`config.mk`:
```
export PLATFORM = sky130hd
export DESIGN_NAME = swmc_cost
export DESIGN_NICKNAME = d
export VERILOG_FILES = /design/src/sv/swmc_pkg.sv /design/src/sv/swmc_cost.sv
export SDC_FILE = /design/constraint.sdc
export NUM_CORES = 2
export LEC_CHECK = 0
export BUFFER_PORTS_ARGS = -buffer_cell sky130_fd_sc_hd__buf_2
export CAP_MARGIN = 20
export CORE_MARGIN = 2
export CORE_UTILIZATION = 59
export CTS_CLUSTER_DIAMETER = 120
export DETAILED_ROUTE_END_ITERATION = 6
export PLACE_DENSITY = 0.84
export SETUP_SLACK_MARGIN = 0.05
export SLEW_MARGIN = 15
export SYNTH_ARGS = -nofsm -noshare
export SYNTH_HDL_FRONTEND = slang
export SYNTH_SLANG_ARGS = --single-unit
```
`constraint.sdc`:
```
create_clock -name aclk -period 5.5 [get_ports aclk]
set_clock_uncertainty 0.2 [all_clocks]
set_input_delay 0.55 -clock aclk [delete_from_list [all_inputs] [get_ports aclk]]
set_output_delay 0.55 -clock aclk [all_outputs]
set_load 0.05 [all_outputs]
```
`src/sv/swmc_pkg.sv`:
```
// Shared constants, types and control bundles for the sliding window median cost block.
package swmc_pkg;

    localparam int MAX_WINDOW = 64;
    localparam int SAMPLE_W   = 32;
    localparam int CFG_W      = 7;
    localparam int COST_W     = 38;
    localparam int CNT_W      = $clog2(MAX_WINDOW + 1);
    localparam int PTR_W      = (MAX_WINDOW > 1) ? $clog2(MAX_WINDOW) : 1;
    localparam int SUM_W      = SAMPLE_W + CNT_W;

    typedef enum logic [2:0] {
        ST_IDLE,
        ST_UPDATE,
        ST_SUM,
        ST_MUL,
        ST_OUT
    } swmc_state_t;

    // Broadcast to every cell of the ordered chain.
    typedef struct packed {
        logic                       update;
        logic                       load;
        logic                       shift;
        logic                       full;
        logic signed [SAMPLE_W-1:0] sample;
        logic signed [SAMPLE_W-1:0] old;
    } swmc_cell_ctrl_t;

    // Steers the accumulator and multiplier unit.
    typedef struct packed {
        logic clear;
        logic acc;
        logic is_lower;
        logic is_median;
        logic mul;
    } swmc_cost_ctrl_t;

endpackage

```
`src/sv/swmc_cost.sv`:
```
// Half sums, median capture and the final cost arithmetic.
module swmc_cost
    import swmc_pkg::*;
(
    input  logic                       aclk,
    input  swmc_cost_ctrl_t            ctrl,
    input  logic signed [SAMPLE_W-1:0] readout,
    input  logic [CNT_W-1:0]           lo_cnt,
    input  logic [CNT_W-1:0]           hi_cnt,
    output logic [COST_W-1:0]          cost
);

    logic signed [SUM_W-1:0]    lo_sum_reg;
    logic signed [SUM_W-1:0]    hi_sum_reg;
    logic signed [SAMPLE_W-1:0] med_reg;
    logic signed [SUM_W-1:0]    prod_lo_reg;
    logic signed [SUM_W-1:0]    prod_hi_reg;
    logic signed [SUM_W-1:0]    readout_ext;
    logic signed [SUM_W-1:0]    med_ext;
    logic signed [SUM_W-1:0]    cost_full;

    assign readout_ext = SUM_W'(readout);
    assign med_ext     = SUM_W'(med_reg);

    always_ff @(posedge aclk) begin
        if (ctrl.clear) begin
            lo_sum_reg <= '0;
            hi_sum_reg <= '0;
        end else if (ctrl.acc) begin
            if (ctrl.is_lower) begin
                lo_sum_reg <= lo_sum_reg + readout_ext;
            end else begin
                hi_sum_reg <= hi_sum_reg + readout_ext;
            end
        end
        if (ctrl.acc && ctrl.is_median) begin
            med_reg <= readout;
        end
        if (ctrl.mul) begin
            prod_lo_reg <= med_ext * $signed({1'b0, lo_cnt});
            prod_hi_reg <= med_ext * $signed({1'b0, hi_cnt});
        end
    end

    assign cost_full = (prod_lo_reg - lo_sum_reg) + (hi_sum_reg - prod_hi_reg);
    assign cost      = cost_full[COST_W-1:0];

endmodule

```
==> summary.txt <==
DRT iter0 DRCs = 2190
Avg WL per Cell = 19.4 microns
Post-synth cell types = 83
Starting Density = 60.0%
Hold_buf cts = 0
Violated checks = setup timing
Worst-path fanout max = 4
Skew-Pair Late Insertion Delay = 0.45 ns
Worst-path clk slew = 0.08 ns
Top FF cell, synth = edfxtp_1
R2R setup slack = -0.05 ns
Crit-path cells = buf_6, buf_12, nand2_1, fa_1, inv_1, fa_1, fa_1, inv_1, fa_1, inv_1, ha_1, buf_4, nor2b_1, o21ai_0, o211a_1, nand2_2, a211oi_2, buf_4, o31ai_2, a31o_2, a21oi_2, xnor2_1
HP Class = in -> reg
Synth Register Bits = 184
Post-synth top cells = inv_1, fa_1, and2_1
Routability congestion estimate = 0.923
Rel. slew slack = 49.4%
Port bufs = 89
Area Growth Syn to Fin = 15.0%
Final Cycle Share = 101%
Die Width = 225 microns
Vias in the first global route = 23974
Number of cell rows = 80
Synth top area share = 27.7%
Total track usage = 29.9%
Layout cells sized above 1 = 15.9%
Clk root buf = clkbuf_16
Final hold violations = 0
Cell mode on critical path = fa_1
Fmax = 0.180 GHz
Mapped Cells = 3173
Die area = 50500 sq um
Iteration count of the initial detailed-routing pass = 5
Sequential element share of the synthesized area = 16.6%
Synth Cell Area = 28700 sq um
Largest net degree at the start of global routing = 61
Mean Syn Cell Area = 9.06 sq um
CP max stage delay = 0.52 ns
Worst path slowest cell = fa_1
Status = finished with violations
Routed vias/inst = 5.92
TritonCTS clock tree = done
RSZ-0062 raised after global routing = true
Worst path arrival time = 5.57 ns
GR Overflow Total = 0
I/O pins = 90
EDFF count, synth = 108
Nets = 4161
Worst EP required = 5.51 ns
TritonCTS Buffers = 17
Max Cap Violations = 0
Top-count cell post-synth = inv_1
Post-synthesis async set-or-reset flop share = 0%
Final Max Tran Viols = 0
CTS HTree Levels = 4
Worst setup SP type = register
Synth Warn # = 0
Final Critical Period = 5.55 ns
First-pass GRT wire length = 120000 microns
Setup ws final = -0.0550 ns
Dpl ws = -0.474 ns
Die height = 225 microns
Layout Utilization = 69.0%
Slew at the pin closest to its max-slew limit = 0.760 ns
Fill count = 3251
Remaining DRCs = 0
DR vias = 24124
TNS Setup = -0.109 ns
CORE AREA = 47900 sq um
Antenna violations before repair = 4
Max Buffers Root-to-Sink = 2
Synth area leaders = fa_1, ha_1, edfxtp_1, and2_1, inv_1
Syn_nets = 3887
Crit end category = register
Post-route ant nets = 0
Final setup vio count = 3
HPWL Detailed = 59000 microns
Synth area leader = fa_1
Wirelength, routed = 79100 microns
Clock sink count = 184
Critical path type = reg -> reg
-- final cells by class --
class                      count  area, sq um  share of cell area, %
sequential                   184         4770                   14.4
tap                          615          769                   2.33
antenna                        2         5.00                 0.0151
timing repair buffer         375         2720                   8.23
clock buffer                  18          429                   1.30
multi-input combinational   2343        22200                   67.1
clock inverter                14          196                  0.594
inverter                     526         1970                   5.97
-- kinds of logic after synthesis --
group / count (synthesis) / share of synthesized area, %
buffers and inverters: 646 / 8.51
xor gates and xnor gates: 158 / 4.81
AOI/OAI and AO/OA: 575 / 13.3
adders and majority gates: 662 / 39.2
DFF: 184 / 16.6
muxes: 5 / 0.174
and+or+nand+nor: 943 / 17.4
-- layout by cell type (no fill, tap or decap), types with 75 or more instances in the layout --
cell type	synthesis	layout
inv_1	526	518
fa_1	398	383
and2_1	387	378
buf_4	2	269
nand2_1	250	245
ha_1	264	243
a21oi_1	186	166
xnor2_1	115	113
edfxtp_1	108	108
a21o_1	96	96
nor2_1	101	96
buf_2	4	84
dfxtp_1	76	75
-- routing by layer --
metal  global-route usage, %  up-vias  wire length [microns]
li1                        -    10883                      -
met1                    40.4    11811                  31300
met2                    49.1     1173                  37200
met3                    5.15      251                   7400
met4                    10.3        6                   3190
met5                       0        -                     34
-- through the flow --
stage | cell area, sq um | std cells | hold WS [ns]
CTS | 32400 | 4053 | 0.136
detailed placement | 31400 | 4011 | 0.269
floorplan | 28700 | 3173 | 0.249
finish | 33100 | 4077 | 0.156
global route | 33100 | 4075 | 0.144
global placement | 31400 | 4011 | 0.257
-- path summary, 6_finish.rpt --
check | cells past startpoint | end | start
worst max-delay path | 22 | prod_hi_reg[37] | med_reg[14]
worst min-delay path | 1 | med_reg[11] | readout[11]
worst max register to register | 22 | prod_hi_reg[37] | med_reg[14]
worst min register to register | 2 | lo_sum_reg[22] | lo_sum_reg[22]
-- critical path: cells and delay by family, from the launching register on --
family	cells	cell delay [ns]
fa+ha+maj	5	2.27
compound gates	6	1.25
buf+inv	7	0.74
flops	1	0.51
simple gates	3	0.28
xor+xnor	1	0.08
-- what timing repair did --
item	4_1_cts	5_1_grt
pin swaps	36	81
endpoints found under the setup margin	33	48
resized for setup	59	110
gates cloned	0	2
setup buffers	11	21
Power is left out: the tool's default activity adds up to more than one toggle a clock period on the data nets, which glitch-free logic cannot reach.
