**config.mk**
```make
export PLATFORM = sky130hd
export DESIGN_NAME = swmc_cell
export DESIGN_NICKNAME = d
export VERILOG_FILES = /design/src/sv/swmc_pkg.sv /design/src/sv/swmc_cell.sv
export SDC_FILE = /design/constraint.sdc
export NUM_CORES = 1
export LEC_CHECK = 0
export BUFFER_PORTS_ARGS = -buffer_cell sky130_fd_sc_hd__buf_2
export CAP_MARGIN = 20
export CORE_MARGIN = 8
export CORE_UTILIZATION = 45
export CTS_BUF_LIST = sky130_fd_sc_hd__clkbuf_4
export DETAILED_ROUTE_END_ITERATION = 6
export GPL_ROUTABILITY_DRIVEN = 0
export GPL_TIMING_DRIVEN = 0
export PLACE_DENSITY = 0.75
export RECOVER_POWER = 50
export SLEW_MARGIN = 10
export SYNTH_ARGS = -nofsm -noshare
export SYNTH_HDL_FRONTEND = slang
export SYNTH_SLANG_ARGS = --single-unit
```
**constraint.sdc**
```tcl
create_clock -name aclk -period 7.77 [get_ports aclk]
set_input_delay 1.9425 -clock aclk [delete_from_list [all_inputs] [get_ports aclk]]
set_output_delay 1.9425 -clock aclk [all_outputs]
set_load 0.02 [all_outputs]
```
**src/sv/swmc_pkg.sv**
```systemverilog
// Shared constants, types and control bundles for the sliding window median cost block.
package swmc_pkg;

    localparam int MAX_WINDOW = 64;
    localparam int SAMPLE_W   = 32;
    localparam int CFG_W      = 7;
    localparam int COST_W     = 38;
    localparam int CNT_W      = $clog2(MAX_WINDOW + 1);
    localparam int PTR_W      = (MAX_WINDOW > 1) ? $clog2(MAX_WINDOW) : 1;
    localparam int SUM_W      = SAMPLE_W + CNT_W;

    typedef enum logic [2:0] {
        ST_IDLE,
        ST_UPDATE,
        ST_SUM,
        ST_MUL,
        ST_OUT
    } swmc_state_t;

    // Broadcast to every cell of the ordered chain.
    typedef struct packed {
        logic                       update;
        logic                       load;
        logic                       shift;
        logic                       full;
        logic signed [SAMPLE_W-1:0] sample;
        logic signed [SAMPLE_W-1:0] old;
    } swmc_cell_ctrl_t;

    // Steers the accumulator and multiplier unit.
    typedef struct packed {
        logic clear;
        logic acc;
        logic is_lower;
        logic is_median;
        logic mul;
    } swmc_cost_ctrl_t;

endpackage

```
**src/sv/swmc_cell.sv**
```systemverilog
// One cell of the ordered chain: holds one sorted value and one read-out stage.
module swmc_cell
    import swmc_pkg::*;
(
    input  logic                       aclk,
    input  swmc_cell_ctrl_t            ctrl,
    input  logic                       w_valid,
    input  logic                       left_le,
    input  logic signed [SAMPLE_W-1:0] left_w,
    input  logic signed [SAMPLE_W-1:0] right_v,
    input  logic signed [SAMPLE_W-1:0] right_readout,
    output logic signed [SAMPLE_W-1:0] v_out,
    output logic signed [SAMPLE_W-1:0] w_out,
    output logic                       le_out,
    output logic signed [SAMPLE_W-1:0] readout_out
);

    logic signed [SAMPLE_W-1:0] v_reg;
    logic signed [SAMPLE_W-1:0] v_next;
    logic signed [SAMPLE_W-1:0] readout_reg;
    logic signed [SAMPLE_W-1:0] w;

    // Removing the departing value closes the gap from the right; inserting the
    // new sample opens a gap from the left.
    always_comb begin
        if (ctrl.full && !(v_reg < ctrl.old)) begin
            w = right_v;
        end else begin
            w = v_reg;
        end
        le_out = w_valid && (w <= ctrl.sample);
        if (le_out) begin
            v_next = w;
        end else if (left_le) begin
            v_next = ctrl.sample;
        end else begin
            v_next = left_w;
        end
    end

    always_ff @(posedge aclk) begin
        if (ctrl.update) begin
            v_reg <= v_next;
        end
        if (ctrl.load) begin
            readout_reg <= v_next;
        end else if (ctrl.shift) begin
            readout_reg <= right_readout;
        end
    end

    assign v_out       = v_reg;
    assign w_out       = w;
    assign readout_out = readout_reg;

endmodule

```
==> reports/metrics.yaml <==
run_status:
  outcome: "finished, violations left"
  failed_checks: "max-capacitance violations, max-slew violations"
global_routing:
  grt_pass1_wl_mm: 40.81
  grt_overflow: 0
  met1_usage_pct: 34.76
  track_usage_pct: 25.96
  grt.busiest_layer: "met2"
  use_met3_pct: 4.991
  grt_max_degree: 33
  grt_use_met2_pct: 41.12
  antenna_found_initial: 1
  grt_pass1_vias: 7619
route:
  ant_nets: 0
  drt-total-wl_mm: 26.61
  vias_per_cell: 6.071
  drc: 0
  num_vias: 8068
  detail_route.wl_per_cell_um: 20.02
  drt_iter0_drc: 981
  first_pass_iters: 5
yosys:
  ys_ff_latch: 64
  syn_area_per_cell_um2: 8.029
  synth-main-ff-cell: "edfxtp_1"
  netlist_area_mm2: 0.006793
  ys_warn_count: 0
  synth_nets: 1076
  synthTopCellsByArea: "edfxtp_1, ha_1, a21oi_1, nand2b_1, inv_1"
  ys_seq_area_share_pct: 28.29
  synth-async-reset-ratio_pct: 0
  syn_inst: 846
  synth_area_leader_cell: "edfxtp_1"
  synth-edff-count: 64
  synth.top_cell.area_share_pct: 28.29
  ys_types: 45
min_path:
  whs_path_depth: 3
  worst_hold_path_type: "flip-flop to flip-flop"
finish:
  final_cells: 1329
  drive_gt1_share_pct: 26.45
  regArea_mm2: 0.001922
  fillers: 1438
  fin_area_mm2: 0.008867
  layout.nets: 1363
  multiInputGateArea_mm2: 0.004446
  syn2layout_area_growth_pct: 30.54
job:
  cap_violations: 2
timing:
  fmax_mhz: 131.8
  max-slew-margin-rel_pct: -67.01
  finClkSkew_ns: 0.02081
  period_minus_slack_ns: 7.587
  finalCritPeriodShare_pct: 97.64
  hold_violations: 0
  worst_pin_slew_ns: 2.505
  finalSetupViolations: 0
  drv_slew: 66
power_and_ir_drop:
  peakVddDrop_uv: 208.2
  power_density_mw_per_mm2: 303.7
  power_mw: 2.693
  p_leak_nw: 3.915
cts:
  cts_sinks: 64
  cts.clk_slew.worst_paths_ns: 0.13
  cts_hold_buffers: 0
  cts_tree: "yes"
  cts_buffer_depth: 2
  clk_latency_ns: 0.43
  htreeDepth: 3
  cts_root_buf: "clkbuf_4"
  numCtsBuffers: 9
floorplan:
  rows: 45
  die_w_um: 138.9
  die-area_mm2: 0.01928
  io_pins: 264
  die_y_um: 138.9
  coreArea_mm2: 0.01498
  start_util_pct: 45.36
worst_setup_path:
  ff2ff_path_depth: 21
  crit_arrival_ns: 5.64
  critPathKind: "primary input to primary output"
  endpoint_kind: "primary output"
  crit_required_ns: 5.83
  worst-path-max-fanout: 11
  cp-start-kind: "primary input"
place:
  port_buffers: 261
  dpl_cell_area_mm2: 0.008334
  dpl.hpwl_mm: 21.25
  placed_cells: 1295
per-layer routing:
metal,part of all wire (%),vias up
li1,-,3743
met1,42,3705
met2,46,547
met3,9.3,73
met4,3.1,0
met5,0,-
registers in the layout, indices dropped and copies added (netlist names):
register     cells
v_out           32
readout_out     32
where the power goes:
group | switching, mW | internal (mW) | leakage [nW]
Sequential | 0.107 | 0.519 | 0.637
Combinational | 1.12 | 0.643 | 3.18
Clock | 0.141 | 0.163 | 0.0942
Total | 1.37 | 1.33 | 3.92
synth_stat cells, types with 2 or more instances:
library cell,number
nor4_2,2
and4_1,3
nand4_1,41
nand2_1,45
o2111a_1,31
and2_1,2
o21ai_1,35
nor3_2,2
a41oi_1,32
a21oi_1,87
buf_2,19
a31oi_1,31
clkbuf_1,48
and3_1,2
a21o_1,5
edfxtp_1,64
ha_1,63
o21a_1,3
a22oi_1,34
inv_1,97
nand2b_1,65
o21ai_0,8
nand3_1,3
nor3_1,33
a211o_1,2
nor2_1,37
nor2b_1,34
layout by cell type, fill, tap and decap left out, types with 36 or more instances in the layout:
| cell type | synthesis | layout |
|---|---|---|
| buf_2 | 19 | 201 |
| clkbuf_1 | 48 | 107 |
| inv_1 | 97 | 96 |
| a21oi_1 | 87 | 84 |
| nand2b_1 | 65 | 65 |
| edfxtp_1 | 64 | 64 |
| ha_1 | 63 | 60 |
| nand2_1 | 45 | 45 |
| nand4_1 | 41 | 41 |
| nor2_1 | 37 | 37 |
| o21ai_1 | 35 | 36 |
layout make-up:
cell class / count / area share, %
Clock buffer: 9 / 0.7620
Tap cell: 188 / 2.653
Multi-Input combinational cell: 618 / 50.13
Clock inverter: 7 / 1.340
Buffer: 66 / 3.909
Inverter: 97 / 4.106
Antenna cell: 3 / 0.08466
Sequential cell: 64 / 21.67
Timing Repair Buffer: 277 / 15.34
logic make-up (layout without fill, tap and decap cells):
logic type / after synthesis / in the layout / synth area share (%)
other: 0 / 3 / 0
AND/OR/NAND/NOR: 275 / 275 / 22.29
flip-flops: 64 / 64 / 28.29
adder cells (fa/ha/maj): 63 / 63 / 11.60
buffers and inverters: 165 / 456 / 9.468
multiplexers: 1 / 1 / 0.1658
AO/OA/AOI/OAI: 278 / 279 / 28.18
worst max-delay path: stages:
cell and delay [ns]:
buf_2 0.08, inv_1 0.03, ha_1 0.31, nand4_1 0.21
nor4_4 0.30, and3_4 0.25, a22oi_2 0.05, buf_4 0.18
clkbuf_4 0.19, nand4_1 0.11, o2111a_2 0.28, inv_1 0.08
ha_1 0.32, nand4_1 0.16, nor4_4 0.30, buf_4 0.19
nor3b_4 0.21, a211o_4 0.18, nand2_8 0.08, buf_4 0.18
through the flow:
step           util [%]    TNS, ns  setup slack, ns  hold slack [ns]
2_1_floorplan         -          0           0.3599           0.9202
3_3_place_gp      55.65    -0.7161          -0.7161           0.8693
3_5_place_dp      55.65    -0.7676          -0.7676           0.8916
4_1_cts           57.82          0          0.01332           0.9090
5_1_grt           59.17  -0.002905        -0.002905           0.9591
6_report          59.21          0           0.1833           0.9172
path summary, 6_finish.rpt:
check	to	slack, ns	start
max	le_out	0.18	ctrl[23]
min	readout_out[4]$_DFFE_PP_	0.92	v_out[4]$_DFFE_PP_
max reg2reg	readout_out[19]$_DFFE_PP_	2.47	v_out[31]$_DFFE_PP_
min reg2reg	readout_out[4]$_DFFE_PP_	0.92	v_out[4]$_DFFE_PP_
repair_timing:
item / in CTS / in global routing
resized for setup: 27 / 70
endpoints found under the setup margin: 1 / 1
gates cloned: 1 / 0
buffers inserted: 5 / 11
pin swaps: 9 / 23
Note: power is estimated with default switching activity, not from simulation.
